==> config.mk <==
export PLATFORM = sky130hd
export DESIGN_NAME = jdp_queue
export DESIGN_NICKNAME = d
export VERILOG_FILES = /design/src/rtl/jdp_pkg.sv /design/src/rtl/jdp_queue.sv
export SDC_FILE = /design/constraint.sdc
export NUM_CORES = 1
export LEC_CHECK = 0
export BUFFER_PORTS_ARGS = -buffer_cell sky130_fd_sc_hd__clkbuf_2
export CAP_MARGIN = 20
export CELL_PAD_IN_SITES_DETAIL_PLACEMENT = 1
export CELL_PAD_IN_SITES_GLOBAL_PLACEMENT = 1
export CORE_MARGIN = 2
export CORE_UTILIZATION = 53
export DETAILED_ROUTE_END_ITERATION = 10
export PLACE_DENSITY = 0.89
export SLEW_MARGIN = 20
export SYNTH_ARGS = -nofsm -noshare
export SYNTH_HDL_FRONTEND = slang
export SYNTH_SLANG_ARGS = --single-unit
export TNS_END_PERCENT = 100
==> constraint.sdc <==
create_clock -name aclk -period 4.7 [get_ports aclk]
set_input_delay 0.235 -clock aclk [delete_from_list [all_inputs] [get_ports aclk]]
set_output_delay 0.235 -clock aclk [all_outputs]
set_load 0.05 [all_outputs]
==> src/rtl/jdp_pkg.sv <==
// Package for the joystick dead zone and polar conversion core.
// Holds shared constants, the queue item type and the CORDIC angle table.
// No dependencies.
package jdp_pkg;

    // Number of CORDIC vectoring steps, limited by the angle table length.
    localparam int CORDIC_STAGES = 16;
    localparam int ATAN_LEN      = 24;
    localparam int CORDIC_N      = (CORDIC_STAGES < ATAN_LEN) ? CORDIC_STAGES : ATAN_LEN;

    // Divider and square root produce one bit per stage.
    localparam int QUO_BITS  = 15;
    localparam int ROOT_BITS = 15;
    localparam int BACK_N    = (CORDIC_N > ROOT_BITS) ? CORDIC_N : ROOT_BITS;

    // CORDIC datapath widths and scaling.
    localparam int PRESCALE = 8;
    localparam int CW       = 27;
    localparam int ZW       = 24;

    localparam logic signed [ZW-1:0] HALF_TURN   = 24'sd2949120;
    localparam logic signed [ZW-1:0] FULL_TURN   = 24'sd5898240;
    localparam logic [15:0]          ANGLE_STEPS = 16'd23040;
    localparam logic [14:0]          MAG_MAX     = 15'd23171;
    localparam logic [15:0]          ONE_Q14     = 16'd16384;

    // Register reset values and register indexes.
    localparam logic [14:0] DEAD_ZONE_RST  = 15'd4000;
    localparam logic [14:0] FULL_SCALE_RST = 15'd27000;
    localparam logic        REG_DEAD_ZONE  = 1'b0;
    localparam logic        REG_FULL_SCALE = 1'b1;

    // Queue between front and back.
    localparam int               Q_DEPTH = 4;
    localparam int               Q_PTR_W = 2;
    localparam logic [Q_PTR_W:0] Q_FULL  = 3'd4;

    // One normalized item handed from the front to the back.
    typedef struct packed {
        logic signed [15:0] x_norm;
        logic signed [15:0] y_norm;
        logic               stick;
    } nq_item_t;

    // atan(2^-i) in units of 2^-14 degree.
    function automatic logic signed [ZW-1:0] atan_lut(input int idx);
        logic signed [ZW-1:0] v;
        case (idx)
            0:       v = 24'sd737280;
            1:       v = 24'sd435242;
            2:       v = 24'sd229970;
            3:       v = 24'sd116736;
            4:       v = 24'sd58595;
            5:       v = 24'sd29326;
            6:       v = 24'sd14667;
            7:       v = 24'sd7334;
            8:       v = 24'sd3667;
            9:       v = 24'sd1833;
            10:      v = 24'sd917;
            11:      v = 24'sd458;
            12:      v = 24'sd229;
            13:      v = 24'sd115;
            14:      v = 24'sd57;
            15:      v = 24'sd29;
            16:      v = 24'sd14;
            17:      v = 24'sd7;
            18:      v = 24'sd4;
            19:      v = 24'sd2;
            20:      v = 24'sd1;
            default: v = 24'sd0;
        endcase
        return v;
    endfunction

endpackage

==> src/rtl/jdp_queue.sv <==
// Short queue that decouples the normalizing front from the polar back.
// Holds nq_item_t entries in a small register file.
// Depends on jdp_pkg.
module jdp_queue (
    input  logic              aclk,
    input  logic              aresetn,
    input  logic              push_valid,
    input  jdp_pkg::nq_item_t push_item,
    output logic              push_ready,
    output logic              pop_valid,
    output jdp_pkg::nq_item_t pop_item,
    input  logic              pop_ready
);
    import jdp_pkg::*;

    nq_item_t           mem_reg [0:Q_DEPTH-1];
    logic [Q_PTR_W-1:0] wr_ptr_reg;
    logic [Q_PTR_W-1:0] rd_ptr_reg;
    logic [Q_PTR_W:0]   cnt_reg;
    logic               push;
    logic               pop;

    assign push_ready = (cnt_reg != Q_FULL);
    assign pop_valid  = (cnt_reg != '0);
    assign push       = push_valid && push_ready;
    assign pop        = pop_valid && pop_ready;
    assign pop_item   = mem_reg[rd_ptr_reg];

    // Pointers and fill count.
    always_ff @(posedge aclk) begin
        if (!aresetn) begin
            wr_ptr_reg <= '0;
            rd_ptr_reg <= '0;
            cnt_reg    <= '0;
        end else begin
            if (push) begin
                wr_ptr_reg <= wr_ptr_reg + 1'b1;
            end
            if (pop) begin
                rd_ptr_reg <= rd_ptr_reg + 1'b1;
            end
            if (push && !pop) begin
                cnt_reg <= cnt_reg + 1'b1;
            end else if (pop && !push) begin
                cnt_reg <= cnt_reg - 1'b1;
            end
        end
    end

    // Entry storage.
    always_ff @(posedge aclk) begin
        if (push) begin
            mem_reg[wr_ptr_reg] <= push_item;
        end
    end

endmodule

After elaboration in Yosys (flattened, before gate mapping)
Memories as Yosys holds them, arrays and structs flattened. A register that Yosys moved wholly into a read port is not among the register bits.
Cells that the tools add are included.
Word-level totals
  output and inout bits: 35
  logic and storage cells: 23
  memory bits (read-only): 0
  memory bits (writable): 132
  memories kept: 1
  register bits: 7
  input bits: 37
  latch bits: 0
Memory list
  mem_reg: depth 4, width 33, read ports 1, clocked after memory_dff 1, wr ports 1, RTL line jdp_queue.sv:16  | nq_item_t mem_reg [0:Q_DEPTH-1];
Operators by class
  mux-type cells: 6
  reduce and logical (&&, ||, !) cells: 8
  $add $sub $neg: 4
  multipliers: 0
  magnitude comparators: 0
  equality and inequality tests: 1
  bitwise operators: 0
  shift operators: 0
  divide/modulo/power cells: 0
Operator list (count)
  two-way mux 3 bit: 2
  adder 2 x 1 -> 2 bit (second input constant): 2
  logical AND 1 bit: 4
  two-way mux 2 bit: 2
  adder 3 x 1 -> 3 bit (second input constant): 1
  != test 3 bit (second input constant): 1
  nonzero test 3 bit: 1
  subtractor 3 x 1 -> 3 bit (second input constant): 1
  zero test 1 bit: 2
  two-way mux 1 bit: 2
  nonzero test 2 bit: 1

Depth between registers and ports, before layout
  depth after elaboration: 6
  gate-level depth with buffers: 8
  gate-level depth less buffers: 8

Worst setup path after synthesis
No wires, ideal clock.
  path type: register -> register
  start: reg cnt_reg[0]
  end: reg cnt_reg[2]
  data arrival time: 2.057 ns
  cell stages (with the launch flop): 9
  slack: 2.568 ns
  cells stage by stage: dfxtp_1 > nor2_1 > a21boi_2 > ha_1 > inv_1 > fa_1 > xor2_1 > or3_1 > a21boi_0
Between the ends
  cells in the longest elaborated chain, start to end: 5
  elaborated cells on any way between the ends: 13
  those cells by class: 2 x add/sub; 1 x eq/ne; 2 x mux; 8 x reduce/logical
RTL lines
  from (decl): RTL line jdp_queue.sv:19  | logic [Q_PTR_W:0] cnt_reg;
  from (signal assigned): RTL line jdp_queue.sv:43  | cnt_reg <= cnt_reg + 1'b1;
  from (signal assigned): RTL line jdp_queue.sv:45  | cnt_reg <= cnt_reg - 1'b1;
  != test 3 bit *: RTL line jdp_queue.sv:23  | assign push_ready = (cnt_reg != Q_FULL);
  logical AND 1 bit *: RTL line jdp_queue.sv:25  | assign push = push_valid && push_ready;
  via push: RTL line jdp_queue.sv:20  | logic push;
  zero test 1 bit: RTL line jdp_queue.sv:44  | end else if (pop && !push) begin
  logical AND 1 bit: RTL line jdp_queue.sv:44
  nonzero test 2 bit (no line)
The timed path passes the listed nets; every way through them passes the cells marked *. The select of a mux whose other input is x is not followed.
A chain may end at the register's enable or synchronous reset.

==> qor.csv <==
stage,metric,value,unit
clocking,post_cts_buffers,0,
power_and_ir_drop,p_total,0.00417,W
setup_path,end_kind,primary output,
placement,io_buffers,71,
placement,post_dp_cell_area,0.00575,mm2
floorplan,die_area,0.0108,mm2
sta,finalCritPeriodShare,0.591,
worst_hold_path,hp-class,in -> reg,
setup_path,crit_arrival,2.54,ns
floorplan,placementRows,36,
sta,setup_viol,0,
routing,vias_per_cell,5.31,
cells_and_area,antennaDiodeCount,0,
cells_and_area,fin_util,0.686,
routing,wl_per_cell,20.8,um
cells_and_area,final_cells,482,
global_route,grt_first_pass_wirelength,16.1,mm
sta,hold_viol,0,
sta,fin_tns_setup,0,ns
setup_path,ff2ff_setup_slack,2.36,ns
placement,dp_cells,417,
floorplan,die_y,104,um
synthesis,synth_area_leaders,"edfxtp_1 75%, mux4_2 13%, dfxtp_1 3.4%, mux4_1 1.5%, ha_1 1.2%",
cells_and_area,finalNetCount,379,
cells_and_area,regArea,0.00415,mm2
routing,drt-initial-drc-count,134,
cells_and_area,fill_cells,830,
floorplan,initial_core_util,0.545,
setup_path,r2r-start,cnt_reg[0],
synthesis,synth.top_cell.area_share,0.747,
outcome,outcome,"complete, no violations",
global_route,grt_pass1_vias,2838,
cells_and_area,largest_reg_flops,132,
power_and_ir_drop,ir_drop,0.324,mV
setup_path,endpoint,pop_item[19],
synthesis,avgSynthCellArea,24.0,um2
worst_hold_path,hp-start,aresetn,
clocking,clk_pin_slew,0.06,ns
global_route,antenna_found_initial,0,
routing,ant_nets,0,
clocking,cts_resized,0,
power_and_ir_drop,power_leakage,2.34,nW
clocking,clockBufferDepth,2,
setup_path,critPathMaxFanout,18,
clocking,cts_buffers,17,
sta,min_period,2.78,ns
routing,wirelength,10.0,mm
sta,worst_pin_slew,0.923,ns
clocking,cts-root-buf,clkbuf_8,
synthesis,synth_seq_cells,141,
clocking,cts_htree_levels,4,
floorplan,io_pins,72,
setup_path,startpoint_type,flop,
cells_and_area,final_area,0.00667,mm2
placement,gp_congestion,0.649,
cells_and_area,area_delta_synth_final,25.8,%
setup_path,critPathSlowestCell,dfxtp_2,
floorplan,core_area,0.00973,mm2
global_route,grtUsageTotal,0.203,
global_route,grt.overflow.total,0,
routing,drc,0,
synthesis,syn_nets,264,
synthesis,ys_types,24,
synthesis,synth_warnings,0,
synthesis,ys_seq_area_frac,0.781,
setup_path,critPathKind,reg -> out,
synthesis,syn_inst,221,
sta,fmax,360,MHz
setup_path,max_stage_delay,0.68,ns
routing,drtPass1Iterations,4,
synthesis,synth_area,0.00530,mm2
sta,finalMaxSlewViolations,0,
sta,maxSlewHeadroom,0.384,
global_route,grt_max_degree,34,
power_and_ir_drop,p_per_area,625,mW/mm2
sta,skew,0.00894,ns
clocking,cts_tree,built,
setup_path,cp_cell_sequence,"buf_4, mux4_1, clkbuf_2",
routing,vias,2559,
sta,rsz0062_at_grt,no,
clocking,clk_latency,0.52,ns
cells_and_area,multiInputGateArea,0.00106,mm2
setup_path,r2r-end,cnt_reg[2],
synthesis,yosys.area.top_type,edfxtp_1,
setup_path,rr_worst_depth,8,
setup_path,worstPathRequired,4.47,ns
clocking,clkSinkCount,141,
placement,post-dp-hpwl,5.74,mm
job,cap_violations,0,
floorplan,die_w,104,um
cells_and_area,drive_gt1_frac,0.398,
-- repair_timing --
item | CTS | global route
hold buffers | 33 | 0
endpoints found under the setup margin | 0 | 0
endpoints found under the hold margin | 132 | 0
-- cell usage in the layout, fill, tap and decap left out, types with 2 or more instances in the layout --
cell type      synthesis  routed
clkinv_4               0       3
clkbuf_1               2       3
mux4_2                30      30
ha_1                   5       5
and2_1                 8       4
and2_2                 0       4
mux4_1                 3       3
clkbuf_2               0      71
nand2_1                5       5
bufinv_16              0       4
xnor2_1                3       3
or3_1                  2       2
dlygate4sd3_1          0      33
edfxtp_1             132     132
dfxtp_2                0       2
clkbuf_16              0      16
inv_1                  3       3
mux2i_1                3       3
clkinv_2               0       4
dfxtp_1                9       7
-- area by class of cell --
cell class                      count  area share
Sequential cell                   141       0.621
Multi-Input combinational cell     68       0.159
Timing Repair Buffer              105       0.104
Clock buffer                       20      0.0638
Clock inverter                     12      0.0255
Tap cell                          133      0.0249
Inverter                            3     0.00169
-- kinds of logic after synthesis --
group | count (synthesis) | share of synthesized area
AO/OA/AOI/OAI | 5 | 0.0116
XOR/XNOR | 4 | 0.00661
adder cells (fa/ha/maj) | 6 | 0.0156
buffers and inverters | 12 | 0.0198
flip-flops | 141 | 0.781
multiplexers | 36 | 0.148
AND/OR/NAND/NOR | 17 | 0.0172
-- worst min-delay path by stage --
stage / slack (ns) / to / cells after the start
3_3_place_gp: 0.45 / mem_reg[2][0] / 1
5_1_grt: 0.08 / cnt_reg[2] / 2
4_1_cts: 0.05 / cnt_reg[2] / 2
3_5_place_dp: 0.45 / mem_reg[1][0] / 1
2_1_floorplan: 0.33 / mem_reg[0][0] / 0
6_report: 0.07 / cnt_reg[2] / 2
-- synth_stat cells --
| cell | n |
|---|---|
| or3_1 | 2 |
| o21ai_0 | 1 |
| inv_1 | 3 |
| dfxtp_1 | 9 |
| xor2_1 | 1 |
| edfxtp_1 | 132 |
| o31ai_4 | 1 |
| clkbuf_1 | 2 |
| nand2_1 | 5 |
| ha_1 | 5 |
| buf_2 | 3 |
| o311ai_2 | 1 |
| xnor2_1 | 3 |
| fa_1 | 1 |
| and2_1 | 8 |
| nor2_1 | 1 |
| a21boi_0 | 1 |
| mux4_2 | 30 |
| a21boi_2 | 1 |
| buf_12 | 3 |
| buf_6 | 1 |
| mux4_1 | 3 |
| mux2i_1 | 3 |
| nor2b_1 | 1 |
-- worst max-delay path: cells and delay by family, from the launching register on --
family                 cells  cell delay (ns)
buffers and inverters      2             0.72
DFF                        1             0.68
muxes                      1             0.62
-- metal layers --
| metal | global-route usage | part of all wire | vias to the layer above |
|---|---|---|---|
| met5 | 0 | 0 | - |
| met1 | 0.255 | 0.41 | 1330 |
| li1 | - | - | 1153 |
| met3 | 0.0595 | 0.042 | 12 |
| met2 | 0.337 | 0.53 | 64 |
| met4 | 0.0782 | 0.014 | 0 |
-- stage by stage --
step	hold slack (ns)	worst slack, ns
floorplan	0.334	2.57
global placement	0.449	2.37
detailed placement	0.454	2.36
CTS	0.0537	1.80
global route	0.0793	1.71
finish	0.0721	1.92
-- power breakdown --
| group | internal, W | total [W] | switching (W) |
|---|---|---|---|
| registers | 0.00153 | 0.00164 | 0.000112 |
| clock network | 0.000858 | 0.00134 | 0.000480 |
| logic | 0.000390 | 0.00119 | 0.000802 |
(Power assumes the default switching activity.)
