==> src/rtl/jdp_pkg.sv <==
// Package for the joystick dead zone and polar conversion core.
// Holds shared constants, the queue item type and the CORDIC angle table.
// No dependencies.
package jdp_pkg;

    // Number of CORDIC vectoring steps, limited by the angle table length.
    localparam int CORDIC_STAGES = 16;
    localparam int ATAN_LEN      = 24;
    localparam int CORDIC_N      = (CORDIC_STAGES < ATAN_LEN) ? CORDIC_STAGES : ATAN_LEN;

    // Divider and square root produce one bit per stage.
    localparam int QUO_BITS  = 15;
    localparam int ROOT_BITS = 15;
    localparam int BACK_N    = (CORDIC_N > ROOT_BITS) ? CORDIC_N : ROOT_BITS;

    // CORDIC datapath widths and scaling.
    localparam int PRESCALE = 8;
    localparam int CW       = 27;
    localparam int ZW       = 24;

    localparam logic signed [ZW-1:0] HALF_TURN   = 24'sd2949120;
    localparam logic signed [ZW-1:0] FULL_TURN   = 24'sd5898240;
    localparam logic [15:0]          ANGLE_STEPS = 16'd23040;
    localparam logic [14:0]          MAG_MAX     = 15'd23171;
    localparam logic [15:0]          ONE_Q14     = 16'd16384;

    // Register reset values and register indexes.
    localparam logic [14:0] DEAD_ZONE_RST  = 15'd4000;
    localparam logic [14:0] FULL_SCALE_RST = 15'd27000;
    localparam logic        REG_DEAD_ZONE  = 1'b0;
    localparam logic        REG_FULL_SCALE = 1'b1;

    // Queue between front and back.
    localparam int               Q_DEPTH = 4;
    localparam int               Q_PTR_W = 2;
    localparam logic [Q_PTR_W:0] Q_FULL  = 3'd4;

    // One normalized item handed from the front to the back.
    typedef struct packed {
        logic signed [15:0] x_norm;
        logic signed [15:0] y_norm;
        logic               stick;
    } nq_item_t;

    // atan(2^-i) in units of 2^-14 degree.
    function automatic logic signed [ZW-1:0] atan_lut(input int idx);
        logic signed [ZW-1:0] v;
        case (idx)
            0:       v = 24'sd737280;
            1:       v = 24'sd435242;
            2:       v = 24'sd229970;
            3:       v = 24'sd116736;
            4:       v = 24'sd58595;
            5:       v = 24'sd29326;
            6:       v = 24'sd14667;
            7:       v = 24'sd7334;
            8:       v = 24'sd3667;
            9:       v = 24'sd1833;
            10:      v = 24'sd917;
            11:      v = 24'sd458;
            12:      v = 24'sd229;
            13:      v = 24'sd115;
            14:      v = 24'sd57;
            15:      v = 24'sd29;
            16:      v = 24'sd14;
            17:      v = 24'sd7;
            18:      v = 24'sd4;
            19:      v = 24'sd2;
            20:      v = 24'sd1;
            default: v = 24'sd0;
        endcase
        return v;
    endfunction

endpackage

==> src/rtl/jdp_front.sv <==
// Front part: accepts raw samples, applies the dead zone and normalizes each axis.
// Normalization runs through a pipelined restoring divider, one quotient bit per stage.
// Depends on jdp_pkg.
module jdp_front (
    input  logic                aclk,
    input  logic                aresetn,
    input  logic                s_valid,
    output logic                s_ready,
    input  logic signed [15:0]  s_x_raw,
    input  logic signed [15:0]  s_y_raw,
    input  logic                s_stick,
    input  logic [14:0]         dead_zone,
    input  logic [14:0]         full_scale,
    output logic                push_valid,
    output jdp_pkg::nq_item_t   push_item,
    input  logic                push_ready
);
    import jdp_pkg::*;

    typedef struct packed {
        logic        neg;
        logic        zero;
        logic        clamp;
        logic [14:0] rem;
        logic [14:0] low;
        logic [14:0] quo;
    } dv_lane_t;

    typedef struct packed {
        logic     stick;
        dv_lane_t x;
        dv_lane_t y;
    } fr_stage_t;

    // Dead zone test, rounding offset and clamp detection for one axis.
    function automatic dv_lane_t lane_init(input logic signed [15:0] raw,
                                           input logic [14:0] dz, input logic [14:0] fs);
        logic [15:0] mag;
        logic [29:0] num;
        logic [29:0] lim;
        dv_lane_t    l;
        mag     = raw[15] ? (~raw + 16'd1) : raw;
        num     = {mag, 14'd0} + 30'(fs[14:1]);
        lim     = {1'b0, fs, 14'd0} + 30'(fs);
        l.neg   = raw[15];
        l.zero  = (mag <= {1'b0, dz});
        l.clamp = (num >= lim);
        l.rem   = num[29:15];
        l.low   = num[14:0];
        l.quo   = 15'd0;
        return l;
    endfunction

    // One restoring division step.
    function automatic dv_lane_t lane_step(input dv_lane_t l, input logic [14:0] fs);
        logic [15:0] t;
        dv_lane_t    r;
        r = l;
        t = {l.rem, l.low[14]};
        if (t >= {1'b0, fs}) begin
            r.rem = 15'(t - {1'b0, fs});
            r.quo = {l.quo[13:0], 1'b1};
        end else begin
            r.rem = t[14:0];
            r.quo = {l.quo[13:0], 1'b0};
        end
        r.low = {l.low[13:0], 1'b0};
        return r;
    endfunction

    // Final normalized value with sign.
    function automatic logic signed [15:0] lane_out(input dv_lane_t l);
        logic [15:0] q;
        if (l.zero) begin
            q = 16'd0;
        end else if (l.clamp) begin
            q = ONE_Q14;
        end else begin
            q = {1'b0, l.quo};
        end
        return l.neg ? $signed(~q + 16'd1) : $signed(q);
    endfunction

    fr_stage_t           st_reg [0:QUO_BITS];
    logic [QUO_BITS:0]   vld_reg;
    logic                en;

    // The pipeline advances unless its last item is blocked by a full queue.
    assign en      = !vld_reg[QUO_BITS] || push_ready;
    assign s_ready = en;

    always_ff @(posedge aclk) begin
        if (!aresetn) begin
            vld_reg <= '0;
        end else if (en) begin
            vld_reg <= {vld_reg[QUO_BITS-1:0], s_valid};
        end
    end

    // Divider stages.
    always_ff @(posedge aclk) begin
        if (en) begin
            st_reg[0].stick <= s_stick;
            st_reg[0].x     <= lane_init(s_x_raw, dead_zone, full_scale);
            st_reg[0].y     <= lane_init(s_y_raw, dead_zone, full_scale);
            for (int j = 0; j < QUO_BITS; j++) begin
                st_reg[j+1].stick <= st_reg[j].stick;
                st_reg[j+1].x     <= lane_step(st_reg[j].x, full_scale);
                st_reg[j+1].y     <= lane_step(st_reg[j].y, full_scale);
            end
        end
    end

    assign push_valid       = vld_reg[QUO_BITS];
    assign push_item.x_norm = lane_out(st_reg[QUO_BITS].x);
    assign push_item.y_norm = lane_out(st_reg[QUO_BITS].y);
    assign push_item.stick  = st_reg[QUO_BITS].stick;

endmodule

==> config.mk <==
export PLATFORM = sky130hd
export DESIGN_NAME = jdp_front
export DESIGN_NICKNAME = d
export VERILOG_FILES = /design/src/rtl/jdp_pkg.sv /design/src/rtl/jdp_front.sv
export SDC_FILE = /design/constraint.sdc
export NUM_CORES = 2
export LEC_CHECK = 0
export ABC_AREA = 1
export BUFFER_PORTS_ARGS = -buffer_cell sky130_fd_sc_hd__buf_2
export CAP_MARGIN = 20
export CORE_ASPECT_RATIO = 1.1
export CORE_MARGIN = 2
export CORE_UTILIZATION = 35
export CTS_CLUSTER_DIAMETER = 30
export DETAILED_ROUTE_END_ITERATION = 8
export GPL_TIMING_DRIVEN = 0
export HOLD_SLACK_MARGIN = 0.1
export PLACE_DENSITY = 0.5
export SYNTH_ARGS = -nofsm -noshare
export SYNTH_HDL_FRONTEND = slang
export SYNTH_SLANG_ARGS = --single-unit
==> constraint.sdc <==
create_clock -name aclk -period 31.6 [get_ports aclk]
set_clock_uncertainty 0.15 [all_clocks]
set_input_delay 3.16 -clock aclk [delete_from_list [all_inputs] [get_ports aclk]]
set_output_delay 3.16 -clock aclk [all_outputs]
set_load 0.005 [all_outputs]
Word level (Yosys, flattened, before mapping)
Memories as Yosys holds them, arrays and structs flattened.
Index checks and enable logic that the tools add are counted.
W data, S select, Z words.
{"block": "word_totals", "inputBits": 67, "out_inout_bits": 35, "reg_bits": 16, "mem_bits_rw": 1552, "n_memories": 1}
{"block": "classes", "bitwise_logic": 4, "muxes": 130, "addsub": 37, "n_lt_le_gt_ge": 34, "reduce_logical": 2}
{"memory": "st_reg", "depth": 16, "width": 97, "read_ports": 16, "rd_ports_with_merged_regs": 0, "wr": 16, "line": "jdp_front.sv:84", "text": "fr_stage_t st_reg [0:QUO_BITS];"}
{"cell": "$mux W15", "count": 94}
{"cell": "$ge A16 B15 Y1", "count": 30}
{"cell": "$sub A15 B15 Y15", "count": 30}
{"cell": "$add A16 B1 Y16 const B", "count": 4}
{"cell": "$mux W16", "count": 4}
{"cell": "$not A16 Y16", "count": 4}
{"cell": "$add A30 B14 Y30", "count": 2}
{"cell": "$ge A30 B30 Y1", "count": 2}
{"cell": "$le A16 B15 Y1", "count": 2}
{"cell": "$mux W1", "count": 32}
{"cell": "$add A29 B15 Y30", "count": 1}
{"cell": "$logic_not A1 Y1", "count": 1}
{"cell": "$logic_or A1 B1 Y1", "count": 1}

Longest topological paths before layout
An unclocked memory read counts as a cell.
{"block": "depth", "ltp_word": 6, "depth_mapped": 20, "depth_no_buf": 20}

Least setup slack after synthesis
OpenSTA, ideal clock, no wires.
{"block": "synth_path", "path_type": "input to output", "startpoint": "input port push_ready", "endpoint": "output port s_ready", "cell_stages": 3, "n_path_buf": 1, "arrival_ns": 28.408, "required_time_ns": 28.290, "path_slack_ns": -0.118, "cell_sequence": "nor2_1 inv_1 clkbuf_1"}
{"block": "synth_via", "elab_chain_len": 1}
{"item": "start, declared", "line": "jdp_front.sv:16", "text": "input logic push_ready"}
{"item": "$logic_or A1 B1 Y1", "line": "jdp_front.sv:89", "text": "assign en = !vld_reg[QUO_BITS] || push_ready;"}
{"item": "end, declared", "line": "jdp_front.sv:8", "text": "output logic s_ready,"}
Every way passes these cells.

Worst setup path in the final report
Same ends and word-level chain as after synthesis.

==> results by group <==
Cells and area
  – Area added between synthesis and finish: 20.4%
  – Multi-input logic area: 28700 µm²
  – Nets@finish: 7072
  – Filler cell count in the final layout: 16400
  – Flip-flop count of the largest register, all copies and words added: 923
  – Reg area: roughly 28000 µm²
  – Fraction of final layout cells with drive strength greater than 1: 0.148

Clocking
  – Maximum number of buffers from clock root to sink: 3
  – Clk slew on worst S/H paths: roughly 50 ps
  – Clock root buffer: clkbuf_16
  – Quantity of hold-fixing buffers added after cts: 0
  – Clock latency reported for the late side of the worst-skew pair: between 800 and 900 ps
  – H-tree levels: 4
  – Number of buffers added by the clock tree synthesis step: roughly 230
  – CTS Sinks: 939
  – Post-CTS Repair Setup Buffers: 0
  – CTS resizes: 0
  – TritonCTS clock tree: done

Route
  – Number of iterations in the first detailed-routing pass: 8
  – Detailed Route WL: about 150000 µm
  – Number of nets with antenna violations after routing: 0
  – Post-route DRC violation count: 0
  – Routed vias: roughly 44000
  – Routed via count divided by cell count: about 5
  – Violation count after the first detailed-routing iteration: 2369
  – Average wire per cell in the routed design: about 17 µm

Synth
  – Most common library cells after synthesis: 1026 x nand2_1, 923 x edfxtp_1, 608 x inv_1
  – Fraction of post-synthesis cell area in the top cell type by area: 0.464
  – Sequential fraction of the synthesis area: 0.469
  – Count of flip-flops with a built-in enable after synthesis: 923
  – Synthesized instance count: roughly 6000
  – Cell with the most instances after synthesis: nand2_1
  – Number of synthesized register bits: approximately 940
  – Count of cell types in the netlist: between 50 and 60
  – Average footprint of a synthesized cell: between 9 and 10 µm²
  – Primary flip-flop cell chosen by synthesis mapping: edfxtp_1
  – Ranking of synthesized cells by area: edfxtp_1 46%, ha_1 11%, nand2_1 6.4%
  – Dominant cell type by area after synthesis: edfxtp_1
  – Number of warnings printed during yosys synthesis: 0
  – Post-synthesis net count: between 6000 and 7000
  – Fraction of synthesis flops using an asynchronous set or reset pin: 0
  – Total standard cell area after synthesis: 59700 µm²

Floorplan
  – Number of top-level pins: a little over 100
  – Die Ht: about 440 µm
  – Row cnt: roughly 160
  – Chip Width: 398 µm
  – Starting Density: 0.351
  – Total Die Area: approximately 170000 µm²
  – Area of the core region: approximately 170000 µm²

Pwr
  – Cell area power density: 111 nW/µm²
  – Total Power Consumption: about 8000 µW
  – Maximum vdd ir drop: around 0.073 mV
  – Reported leakage power: 0.0306 µW

Timing
  – Worst rel slew slack: 0.392
  – Final setup TNS: 0 ps
  – Pins Over Slew Limit: 0
  – Setup repair after global routing missed its margin: no
  – Post-layout minimum cycle time: approximately 9500 ps
  – Final WS setup: between 20000 and 25000 ps
  – Final period utilization: 0.302
  – Highest clock frequency the design can meet: around 0.10 GHz
  – Slew @ Worst Pin: 912 ps
  – Hold Vio Cnt, Final: 0
  – Number of setup violations in the final report: 0

Global route
  – Via count of the first global-routing pass: around 45000
  – Total overflow reported by the global router: 0
  – Maximum number of pins on one net before global-route repair: 118
  – Global-route wire length before repair: roughly 240000 µm
  – Initial antenna violation count: 8
  – Total Routing Usage GR: 0.177

Critical path
  – Max Fanout on Critical Path: 110
  – Worst Setup End Kind: output pin
  – Critical path arrival: approximately 6200 ps
  – Worst path required time: 28290 ps
  – Crit path kind: in2out
  – Startpoint Class: input port

Run status
  – Outcome: complete, no violations

Place
  – Worst slack, placed: roughly 22000 ps
  – Port bufs: between 100 and 150
  – Routability congestion estimate from global placement: 0.864
  – HPWL after detailed placement: between 100000 and 150000 µm

Hold path
  – Tightest Hold Check Type: reg2reg

Run
  – Max-cap check violation count: 0
layout by cell type (no fill, tap or decap), types with 20 or more instances in the layout:
cell / instances
xor2_1: 167
o21ai_4: 24
o211ai_1: 48
buf_2: 100
clkinv_4: 34
clkinvlp_4: 29
nand3_1: 241
xnor2_1: 145
clkbuf_16: 237
clkinv_2: 31
nand3_4: 28
bufinv_16: 35
nor3_2: 21
nor2_1: 561
fa_1: 28
nand3b_1: 78
edfxtp_1: 923
and2_1: 20
buf_6: 50
o21ai_1: 52
nand4_1: 175
o21ai_0: 217
ha_1: 529
a21o_1: 28
nor2_2: 32
o21bai_1: 32
a21oi_2: 153
a31oi_1: 31
clkbuf_1: 26
a21oi_4: 26
nand2_1: 1026
inv_1: 594
a21oi_1: 573
o31ai_1: 36
nor3_1: 70
clkinv_1: 32
nand2_2: 70
kinds of logic after synthesis:
logic type               count (synthesis)  share of synthesized area
buffers and inverters                  682                     0.0501
XOR/XNOR                               312                     0.0457
adder cells (fa/ha/maj)                557                      0.120
AO/OA/AOI/OAI                         1248                      0.132
AND/OR/NAND/NOR                       2352                      0.183
flip-flops                             939                      0.469
worst max-delay path, cell delays in order:
cell and delay (ps):
buf_2 80, nor2_1 90, inv_1 210, clkbuf_8 400, buf_16 370, buf_16 420, buf_16 390, buf_16 430
buf_2 230
area by class of cell:
cell class                 count  share of cell area
sequential                   939               0.390
buffer                        65             0.00959
tap                         2254              0.0392
clock inverter               189              0.0313
clock buffer                 258              0.0836
antenna                        2           0.0000696
timing repair buffer         122              0.0146
inverter                     617              0.0325
multi-input combinational   4469               0.399
power by group:
group	total (µW)	internal (µW)	leakage [µW]	switching, µW
clock network	2440	1660	0.00394	781
logic	3290	1260	0.0171	2030
registers	2260	2030	0.00962	237
metrics by stage:
step / cells / util / hold slack, ps / area [µm²]
2_1_floorplan: 6090 / - / 250 / 59700
3_3_place_gp: 8445 / 0.371 / 250 / 63100
3_5_place_dp: 8466 / 0.374 / 255 / 63600
4_1_cts: 8913 / 0.423 / 241 / 71900
5_1_grt: 8913 / 0.423 / 246 / 71900
6_report: 8915 / 0.423 / 241 / 71900
routing by layer:
layer | global-route usage | wire, µm | vias up
met5 | 0 | 28 | -
met4 | 0.0648 | 4830 | 6
met3 | 0.0301 | 5550 | 310
met2 | 0.312 | 76700 | 766
met1 | 0.216 | 67900 | 21000
li1 | - | - | 22400
worst paths after layout:
check	from	endpoint	slack (ps)	cells after the start
min reg2reg	st_reg[0][437]$_DFFE_PP_	st_reg[0][535]$_DFFE_PP_	240	0
max reg2reg	vld_reg[15]$_SDFFE_PN0P_	st_reg[0][289]$_DFFE_PP_	27960	8
max	push_ready	s_ready	22070	9
min	st_reg[0][437]$_DFFE_PP_	st_reg[0][535]$_DFFE_PP_	240	0
Note: power is estimated with default switching activity, not from simulation.
